### config.mk
export PLATFORM = sky130hd
export DESIGN_NAME = double_ended_queue
export DESIGN_NICKNAME = d
export VERILOG_FILES = /design/src/rtl/deq_pkg.sv /design/src/rtl/deq_dp.sv /design/src/rtl/deq_ctrl.sv /design/src/rtl/double_ended_queue.sv
export VERILOG_INCLUDE_DIRS = /design/src /design/src/rtl
export SDC_FILE = /design/constraint.sdc
export NUM_CORES = 1
export LEC_CHECK = 0
export ABC_AREA = 1
export BUFFER_PORTS_ARGS = -buffer_cell sky130_fd_sc_hd__buf_4
export CAP_MARGIN = 20
export CORE_AREA = 2 2 293 237
export CTS_CLUSTER_DIAMETER = 200
export DETAILED_ROUTE_END_ITERATION = 10
export DIE_AREA = 0 0 295 239
export GPL_TIMING_DRIVEN = 0
export HOLD_SLACK_MARGIN = 0.03
export PLACE_DENSITY = 0.57
export SYNTH_ARGS = -nofsm -noshare
export SYNTH_HDL_FRONTEND = slang
export SYNTH_HIERARCHICAL = 1
export SYNTH_SLANG_ARGS = --single-unit
### constraint.sdc
create_clock -name aclk -period 3.8 [get_ports aclk]
set_clock_uncertainty 0.1 [all_clocks]
set_input_delay 0.57 -clock aclk [delete_from_list [all_inputs] [get_ports aclk]]
set_output_delay 0.57 -clock aclk [all_outputs]
set_load 0.1 [all_outputs]
### src/rtl/double_ended_queue_defines.svh
// Assertion macros used by the double-ended queue top level.
`ifndef DOUBLE_ENDED_QUEUE_DEFINES_SVH
`define DOUBLE_ENDED_QUEUE_DEFINES_SVH

`ifndef SYNTH

`define DEQ_ASSERT_IMP(label, clk, rstn, ante, cons) \
    label: assert property (@(posedge clk) disable iff (!(rstn)) (ante) |-> (cons)) \
        else $error("deque assertion failed");

`define DEQ_ASSERT_NXT(label, clk, rstn, ante, cons) \
    label: assert property (@(posedge clk) disable iff (!(rstn)) (ante) |=> (cons)) \
        else $error("deque assertion failed");

`else

`define DEQ_ASSERT_IMP(label, clk, rstn, ante, cons)

`define DEQ_ASSERT_NXT(label, clk, rstn, ante, cons)

`endif

`endif

### src/rtl/deq_pkg.sv
// Operation codes, status codes and control structures of the double-ended queue.
package deq_pkg;

    localparam logic [2:0] MODE_PUSH_BACK  = 3'd0;
    localparam logic [2:0] MODE_POP_BACK   = 3'd1;
    localparam logic [2:0] MODE_LIST       = 3'd2;
    localparam logic [2:0] MODE_PUSH_FRONT = 3'd3;
    localparam logic [2:0] MODE_POP_FRONT  = 3'd4;

    localparam logic [1:0] ST_OK    = 2'd0;
    localparam logic [1:0] ST_EMPTY = 2'd1;
    localparam logic [1:0] ST_FULL  = 2'd2;

    typedef struct packed {
        logic       push_back;
        logic       push_front;
        logic       pop_back;
        logic       pop_front;
        logic       list_start;
        logic       list_next;
        logic       load_const;
        logic       load_mem;
        logic [1:0] status;
        logic       last;
    } deq_cmd_t;

    typedef struct packed {
        logic empty;
        logic full;
        logic list_last;
    } deq_sts_t;

endpackage

### src/rtl/deq_dp.sv
// Datapath of the double-ended queue: ring buffer memory, pointers and result register.
module deq_dp #(
    parameter int CAPACITY = 16
) (
    input  logic              aclk,
    input  logic              aresetn,
    input  deq_pkg::deq_cmd_t cmd,
    input  logic [31:0]       in_value,
    output deq_pkg::deq_sts_t sts,
    output logic [31:0]       out_value,
    output logic [1:0]        out_status,
    output logic              out_last
);

    localparam int IDX_W = $clog2(CAPACITY);
    localparam int CNT_W = $clog2(CAPACITY + 1);
    localparam int SUM_W = IDX_W + 1;

    function automatic logic [IDX_W-1:0] wrap(input logic [SUM_W-1:0] s);
        logic [SUM_W-1:0] d;
        d = s - SUM_W'(CAPACITY);
        if (s >= SUM_W'(CAPACITY)) begin
            return d[IDX_W-1:0];
        end
        return s[IDX_W-1:0];
    endfunction

    logic [31:0]      mem [CAPACITY];
    logic [31:0]      rd_data_reg;
    logic [IDX_W-1:0] front_reg, front_next;
    logic [CNT_W-1:0] count_reg, count_next;
    logic [IDX_W-1:0] idx_reg, idx_next;
    logic [31:0]      out_value_reg;
    logic [1:0]       out_status_reg;
    logic             out_last_reg;

    logic [SUM_W-1:0] front_ext;
    logic [SUM_W-1:0] count_ext;
    logic [IDX_W-1:0] front_dec;
    logic [IDX_W-1:0] front_inc;
    logic [IDX_W-1:0] wr_addr;
    logic [IDX_W-1:0] rd_addr;
    logic             wr_en;
    logic             rd_en;

    assign front_ext = {1'b0, front_reg};
    assign count_ext = SUM_W'(count_reg);
    assign front_dec = (front_reg == '0) ? IDX_W'(CAPACITY - 1) : front_reg - IDX_W'(1);
    assign front_inc = (front_reg == IDX_W'(CAPACITY - 1)) ? '0 : front_reg + IDX_W'(1);

    assign wr_en = cmd.push_back | cmd.push_front;
    assign rd_en = cmd.pop_back | cmd.pop_front | cmd.list_start | cmd.list_next;

    always_comb begin
        front_next = front_reg;
        count_next = count_reg;
        idx_next   = idx_reg;
        wr_addr    = wrap(front_ext + count_ext);
        rd_addr    = front_reg;
        if (cmd.push_back) begin
            count_next = count_reg + CNT_W'(1);
        end
        if (cmd.push_front) begin
            wr_addr    = front_dec;
            front_next = front_dec;
            count_next = count_reg + CNT_W'(1);
        end
        if (cmd.pop_back) begin
            rd_addr    = wrap(front_ext + count_ext - SUM_W'(1));
            count_next = count_reg - CNT_W'(1);
        end
        if (cmd.pop_front) begin
            front_next = front_inc;
            count_next = count_reg - CNT_W'(1);
        end
        if (cmd.list_start) begin
            idx_next = '0;
        end
        if (cmd.list_next) begin
            rd_addr  = wrap(front_ext + SUM_W'(idx_reg) + SUM_W'(1));
            idx_next = idx_reg + IDX_W'(1);
        end
    end

    always_ff @(posedge aclk) begin
        if (!aresetn) begin
            front_reg <= '0;
            count_reg <= '0;
            idx_reg   <= '0;
        end else begin
            front_reg <= front_next;
            count_reg <= count_next;
            idx_reg   <= idx_next;
        end
    end

    always_ff @(posedge aclk) begin
        if (wr_en) begin
            mem[wr_addr] <= in_value;
        end
        if (rd_en) begin
            rd_data_reg <= mem[rd_addr];
        end
    end

    always_ff @(posedge aclk) begin
        if (cmd.load_const) begin
            out_value_reg  <= '0;
            out_status_reg <= cmd.status;
            out_last_reg   <= 1'b1;
        end else if (cmd.load_mem) begin
            out_value_reg  <= rd_data_reg;
            out_status_reg <= deq_pkg::ST_OK;
            out_last_reg   <= cmd.last;
        end
    end

    assign sts.empty     = (count_reg == '0);
    assign sts.full      = (count_reg == CNT_W'(CAPACITY));
    assign sts.list_last = ((CNT_W'(idx_reg) + CNT_W'(1)) == count_reg);

    assign out_value  = out_value_reg;
    assign out_status = out_status_reg;
    assign out_last   = out_last_reg;

endmodule

### src/rtl/deq_ctrl.sv
// Controller state machine of the double-ended queue.
module deq_ctrl (
    input  logic              aclk,
    input  logic              aresetn,
    input  logic              in_valid,
    output logic              in_ready,
    input  logic [2:0]        mode,
    output logic              out_valid,
    input  logic              out_ready,
    input  deq_pkg::deq_sts_t sts,
    output deq_pkg::deq_cmd_t cmd
);

    localparam logic [1:0] S_IDLE = 2'd0;
    localparam logic [1:0] S_READ = 2'd1;
    localparam logic [1:0] S_OUT  = 2'd2;

    logic [1:0] state_reg, state_next;
    logic       list_mode_reg, list_mode_next;

    assign in_ready  = (state_reg == S_IDLE);
    assign out_valid = (state_reg == S_OUT);

    always_comb begin
        state_next     = state_reg;
        list_mode_next = list_mode_reg;
        cmd            = '0;
        case (state_reg)
            S_IDLE: begin
                if (in_valid) begin
                    list_mode_next = 1'b0;
                    case (mode)
                        deq_pkg::MODE_PUSH_BACK, deq_pkg::MODE_PUSH_FRONT: begin
                            cmd.load_const = 1'b1;
                            if (sts.full) begin
                                cmd.status = deq_pkg::ST_FULL;
                            end else begin
                                cmd.status     = deq_pkg::ST_OK;
                                cmd.push_back  = (mode == deq_pkg::MODE_PUSH_BACK);
                                cmd.push_front = (mode == deq_pkg::MODE_PUSH_FRONT);
                            end
                            state_next = S_OUT;
                        end
                        deq_pkg::MODE_POP_BACK, deq_pkg::MODE_POP_FRONT: begin
                            if (sts.empty) begin
                                cmd.load_const = 1'b1;
                                cmd.status     = deq_pkg::ST_EMPTY;
                                state_next     = S_OUT;
                            end else begin
                                cmd.pop_back   = (mode == deq_pkg::MODE_POP_BACK);
                                cmd.pop_front  = (mode == deq_pkg::MODE_POP_FRONT);
                                list_mode_next = 1'b0;
                                state_next     = S_READ;
                            end
                        end
                        deq_pkg::MODE_LIST: begin
                            if (sts.empty) begin
                                cmd.load_const = 1'b1;
                                cmd.status     = deq_pkg::ST_EMPTY;
                                state_next     = S_OUT;
                            end else begin
                                cmd.list_start = 1'b1;
                                list_mode_next = 1'b1;
                                state_next     = S_READ;
                            end
                        end
                        default: begin
                            state_next = S_IDLE;
                        end
                    endcase
                end
            end
            S_READ: begin
                cmd.load_mem = 1'b1;
                cmd.last     = !list_mode_reg || sts.list_last;
                state_next   = S_OUT;
            end
            S_OUT: begin
                if (out_ready) begin
                    if (list_mode_reg && !sts.list_last) begin
                        cmd.list_next = 1'b1;
                        state_next    = S_READ;
                    end else begin
                        state_next = S_IDLE;
                    end
                end
            end
            default: begin
                state_next = S_IDLE;
            end
        endcase
    end

    always_ff @(posedge aclk) begin
        if (!aresetn) begin
            state_reg     <= S_IDLE;
            list_mode_reg <= 1'b0;
        end else begin
            state_reg     <= state_next;
            list_mode_reg <= list_mode_next;
        end
    end

endmodule

### src/rtl/double_ended_queue.sv
// Top level of the bounded double-ended queue of signed 32-bit values.
//
// The input stream carries one operation per word: push back, pop back,
// list, push front or pop front, with the value to push. The output stream
// returns one word per push or pop, with the popped value and a status in
// tuser; a listing returns every stored value from front to back, with
// tlast set on the final word. Status codes are ok, empty and full.
// Each word is handled alone: the input is ready only when no result is
// pending. A push result is valid in the cycle after acceptance; a popped
// or first listed value passes the registered ring buffer read and then
// the result register. A listing reads its stored values one at a time,
// each only after the previous one is taken. Undefined operation codes are
// taken and give no result.
// Reset empties the queue at once; no clearing pass runs. When the receiver
// stalls, the result word holds and no further input word is taken.
`include "double_ended_queue_defines.svh"

module double_ended_queue #(
    parameter int CAPACITY = 16
) (
    input  logic        aclk,
    input  logic        aresetn,
    input  logic        s_tvalid,
    output logic        s_tready,
    input  logic [39:0] s_tdata,   // mode [2:0], value [34:3], zero fill [39:35]
    output logic        m_tvalid,
    input  logic        m_tready,
    output logic [31:0] m_tdata,   // value_res [31:0]
    output logic [1:0]  m_tuser,   // status [1:0]
    output logic        m_tlast
);

    deq_pkg::deq_cmd_t cmd;
    deq_pkg::deq_sts_t sts;

    deq_ctrl u_ctrl (
        .aclk      (aclk),
        .aresetn   (aresetn),
        .in_valid  (s_tvalid),
        .in_ready  (s_tready),
        .mode      (s_tdata[2:0]),
        .out_valid (m_tvalid),
        .out_ready (m_tready),
        .sts       (sts),
        .cmd       (cmd)
    );

    deq_dp #(
        .CAPACITY (CAPACITY)
    ) u_dp (
        .aclk       (aclk),
        .aresetn    (aresetn),
        .cmd        (cmd),
        .in_value   (s_tdata[34:3]),
        .sts        (sts),
        .out_value  (m_tdata),
        .out_status (m_tuser),
        .out_last   (m_tlast)
    );

    `DEQ_ASSERT_IMP(a_one_at_a_time, aclk, aresetn, m_tvalid, !s_tready)
    `DEQ_ASSERT_IMP(a_error_is_final, aclk, aresetn, m_tvalid && (m_tuser != deq_pkg::ST_OK), m_tlast && (m_tdata == '0))
    `DEQ_ASSERT_NXT(a_push_answers, aclk, aresetn, s_tvalid && s_tready && ((s_tdata[2:0] == deq_pkg::MODE_PUSH_BACK) || (s_tdata[2:0] == deq_pkg::MODE_PUSH_FRONT)), m_tvalid && m_tlast)

endmodule

## Word-level counts from Yosys, hierarchy flattened

Memories as Yosys holds them, arrays and structs flattened. A register that Yosys moved wholly into a read port is not among the register bits.
Cells that the tools add are included.

- Bits in registers: 51
- Input port bits: 44
- Memories kept: 1
- Bits in writable memories: 512

Memory list:

| name | words | bits a word | rd ports | clocked after memory_dff | write ports | line | source |
|---|---|---|---|---|---|---|---|
| u_dp.mem | 16 | 32 | 1 | 1 | 1 | deq_dp.sv:28 | `logic [31:0] mem [CAPACITY];` |

- Reduce and logical (&&, ||, !) cells: 17
- Mux-type cells: 56
- $lt $le $gt $ge: 3
- Bitwise logic cells: 4
- Eq/ne operators: 11
- Add/sub/neg operators: 13

Operators with widths:

| operator | count |
|---|---|
| two-way mux 4 bit | 15 |
| two-way mux 5 bit | 6 |
| two-way mux 2 bit | 12 |
| two-way mux 1 bit | 19 |
| subtractor 4 x 1 -> 4 bit, second input constant | 4 |
| >= comparator 5 bit, second input constant | 3 |
| adder 5 x 1 -> 5 bit, second input constant | 2 |
| subtractor 5 x 1 -> 5 bit, second input constant | 2 |
| adder 4 x 1 -> 4 bit, second input constant | 2 |
| one-hot mux 2 bit (2 select lines) | 2 |
| == test 3 x 2 -> 1 bit, second input constant | 2 |
| one-hot mux 2 bit (3 select lines) | 1 |
| nonzero test 2 bit | 3 |
| adder 4 x 1 -> 5 bit, second input constant | 1 |
| adder 4 x 4 -> 5 bit | 1 |
| adder 4 x 5 -> 5 bit | 1 |
| == test 5 bit | 1 |
| == test 5 bit, second input constant | 1 |
| logical NOT 5 bit | 1 |
| == test 4 bit, second input constant | 1 |
| logical NOT 4 bit | 1 |
| OR 1 bit | 4 |
| AND reduction 2 bit | 2 |
| nonzero test 4 bit | 1 |
| other kinds (14) | 16 |

## Longest topological paths before layout

- Depth in word-level cells: 10
- Gate-level depth with buffers: 21

## By module

The synthesis kept the hierarchy.

Modules (own cells, without submodules):

| module | cells an instance | instances | sequential area each (um^2) | area an instance (um^2) |
|---|---|---|---|---|
| deq_dp | 2746 | 1 | 17316.6 | 26559.2 |
| deq_ctrl | 56 | 1 | 60.1 | 310.3 |

## Least setup slack after synthesis

No wires, ideal clock.

- Kind: register to register
- From: register u_dp.count_reg[1] (netlist: u_dp/count_ext[1])
- To: memory u_dp.mem[0][0] (enable)
- Clock period less this slack: 3.939 ns
- Path slack: -0.139 ns
- Data arrival time: 3.418 ns
- Stages on the path, launching flop included: 11
- Data required time: 3.279 ns
- Path buffers: 0
- Cell sequence: dfxtp_1 inv_1 ha_1 nand2_1 nor2_1 nor3_1 inv_1 or2_2 o21ai_0 nand2_1 nor2_1

RTL lines:

| element | line | source |
|---|---|---|
| start, declared | deq_dp.sv:31 | `logic [CNT_W-1:0] count_reg, count_next;` |
| start signal, assigned | deq_dp.sv:92 | `count_reg <= count_next;` |
| end, declared | deq_dp.sv:28 |  |

==> impl_metrics.env <==
export IMPL_rows=86
export IMPL_layout_nets=3030
export IMPL_synth_xor_area_frac=0.00228
export IMPL_tns_ns=0
export IMPL_final_common_cell="nand2_1"
export IMPL_final_period_utilization=0.961
export IMPL_grt_overflow=0
export IMPL_setup_ws_ns=0.148
export IMPL_fin_util=0.465
export IMPL_path_class="flop to flop"
export IMPL_antenna_found_initial=1
export IMPL_clk_pin_slew_ns=0.06
export IMPL_status="completed"
export IMPL_cts_tree="yes"
export IMPL_ant_nets=0
export IMPL_synth_distinct_cells=42
export IMPL_drive_above_1_share=0.114
export IMPL_dr_max_layer_used="met5"
export IMPL_cts_buffers=60
export IMPL_end_kind="flop"
export IMPL_num_antenna_cells=0
export IMPL_die_h_um=239
export IMPL_ys_seq_area_frac=0.647
export IMPL_cts_buffer_depth=3
export IMPL_wl_mm=72.6
export IMPL_grt_pass1_vias=17800
export IMPL_p_total_mw=15.5
export IMPL_dr_pass1_iters=6
export IMPL_dieArea_mm2=0.0705
export IMPL_grt_use_total=0.205
export IMPL_stdcell_area_mm2=0.0316
export IMPL_synth_top_family_by_area="simple AND/OR/NAND/NOR gates"
export IMPL_root_buffer="clkbuf_16"
export IMPL_die_w_um=295
export IMPL_num_vias=19300
export IMPL_hold_path_class="input pin to flop"
export IMPL_fin_cells=3946
export IMPL_dpl_cell_area_mm2=0.0291
export IMPL_arrival_ns=3.87
export IMPL_report_final_slew_viol_count=0
export IMPL_vdd_drop_max_v=0.000362
export IMPL_grt_max_degree=27
export IMPL_startpoint_type="flop"
export IMPL_setup_viol=0
export IMPL_drc=0
export IMPL_period_minus_slack_ns=3.65
export IMPL_cts_max_level=2
export IMPL_ios=81
export IMPL_io_buffer_count=75
export IMPL_largest_reg_flops=512
export IMPL_synthCells=2802
export IMPL_hold_violations=0
export IMPL_wl_met1_mm=33.4
export IMPL_syn_avg_cell_area_um2=9.59
export IMPL_max_freq_mhz=274
export IMPL_cts_sinks=595
export IMPL_via_per_inst=4.90
export IMPL_wl_met3_mm=6.34
export IMPL_drt_iter0_drc=1572
export IMPL_clkLatencyLatePin_ns=0.63
export IMPL_syn_nets=2861
export IMPL_synth_seq_cells=595
export IMPL_area_growth_pct=17.5
export IMPL_synth_simple_area_share=0.221
export IMPL_max_slew_margin_rel=0.357
export IMPL_worstPathRequired_ns=4.02
export IMPL_synthMuxAreaShare=0
export IMPL_place_ws_ns=-0.432
export IMPL_hpwl_mm=51.0
export IMPL_place_gp_congestion=0.860
export IMPL_start_util=0.396
export IMPL_wire_per_inst_um=18.4
export IMPL_p_leak_nw=14.1
export IMPL_path_max_fanout=20
export IMPL_hold_slack_ns=0.149
export IMPL_synthAdderAreaFrac=0.00754
export IMPL_dp_cells=3819
export IMPL_ctsHoldBuffers=0
export IMPL_synth_compound_area_frac=0.0160
export IMPL_synth_warnings=6
export IMPL_syn_cell_area_mm2=0.0269
export IMPL_coreArea_mm2=0.0679
export IMPL_grt_pass1_wl_mm=108
export IMPL_tightest_slew_ns=0.965
export IMPL_met2_length_mm=30.9
export IMPL_maxCapViolations=0
export IMPL_final_cell_mix="808 x nand2_1, 556 x inv_1, 546 x edfxtp_1"
export IMPL_power_density_mw_per_mm2=491
-- cell families (layout without fill, tap and decap cells) --
kind of cell,Yosys count,count (layout)
AOI/OAI and AO/OA,78,78
xor gates and xnor gates,7,7
adders and majority gates,15,15
buffers and inverters,696,916
DFF,595,595
and+or+nand+nor,1411,1411
-- synthesized netlist by cell type --
master | number | share of area
nor4_1 | 2 | 0.00047
inv_1 | 556 | 0.078
nand3_2 | 1 | 0.00037
nand3_1 | 466 | 0.087
o21bai_1 | 1 | 0.00028
a21oi_1 | 19 | 0.0035
fa_1 | 2 | 0.0015
nor2_2 | 2 | 0.00047
inv_2 | 2 | 0.00028
o21a_1 | 2 | 0.00056
nand3b_1 | 1 | 0.00028
or2_2 | 3 | 0.00070
nand2_2 | 1 | 0.00023
xor2_1 | 7 | 0.0023
clkinv_1 | 1 | 0.00014
nor2_1 | 113 | 0.016
nor3b_1 | 1 | 0.00028
a221oi_1 | 2 | 0.00065
o21ai_0 | 44 | 0.0082
buf_2 | 76 | 0.014
a211oi_1 | 1 | 0.00028
nand2_1 | 812 | 0.11
nor3_4 | 1 | 0.00061
nand2_4 | 1 | 0.00042
or2_1 | 1 | 0.00023
o21ai_1 | 1 | 0.00019
a22oi_1 | 1 | 0.00028
a31oi_1 | 2 | 0.00047
ha_1 | 13 | 0.0061
edfxtp_1 | 546 | 0.61
o2111ai_1 | 1 | 0.00033
a21oi_2 | 2 | 0.00065
o31ai_1 | 1 | 0.00028
buf_1 | 4 | 0.00056
nor3_1 | 6 | 0.0011
a21boi_0 | 1 | 0.00028
buf_8 | 1 | 0.00056
buf_6 | 10 | 0.0042
dfxtp_1 | 49 | 0.037
buf_4 | 16 | 0.0045
inv_4 | 1 | 0.00023
clkbuf_1 | 29 | 0.0041
-- worst paths after layout --
kind | from | end | slack [ns] | depth (start not counted)
max reg2reg | u_dp/count_ext[0] | u_dp/mem[9][14] | 0.15 | 10
min reg2reg | u_dp/out_last | u_dp/out_last | 0.38 | 2
max | u_dp/count_ext[0] | u_dp/mem[9][14] | 0.15 | 10
min | aresetn | u_dp/count_ext[1] | 0.15 | 3
-- critical path, cell delays in order, from the launching register on --
cell	delay, ns
dfxtp_1	0.50
inv_1	0.17
ha_1	0.22
nand2_1	0.08
nor2_1	0.09
nor3_4	0.38
inv_1	0.16
o21ai_0	0.42
nand2_1	0.37
nor2_4	0.55
buf_12	0.27
-- cell type report --
type | count | area, µm²
Buffer | 136 | 863
Clock buffer | 83 | 1670
Clock inverter | 30 | 439
Fill cell | 6286 | 36300
Inverter | 560 | 2100
Multi-Input combinational cell | 1511 | 6810
Sequential cell | 595 | 17400
Tap cell | 924 | 1160
Timing Repair Buffer | 107 | 1140
-- what timing repair did --
| action | 4_1_cts | 5_1_grt |
|---|---|---|
| setup buffers | 7 | 7 |
| gates resized for setup | 8 | 45 |
| setup endpoints to repair | 444 | 296 |
| pin swaps | 5 | 6 |
-- power by group --
part / switching (mW) / internal [mW]
combinational: 1.39 / 0.466
sequential: 0.0544 / 7.28
clock: 2.50 / 3.81
total: 3.95 / 11.6
-- routing by layer --
metal / global-route usage / vias up
met5: 0 / -
met3: 0.0460 / 127
met4: 0.0588 / 2
li1: - / 9290
met1: 0.300 / 9235
met2: 0.305 / 683
Power figures use the tool's default switching activity.
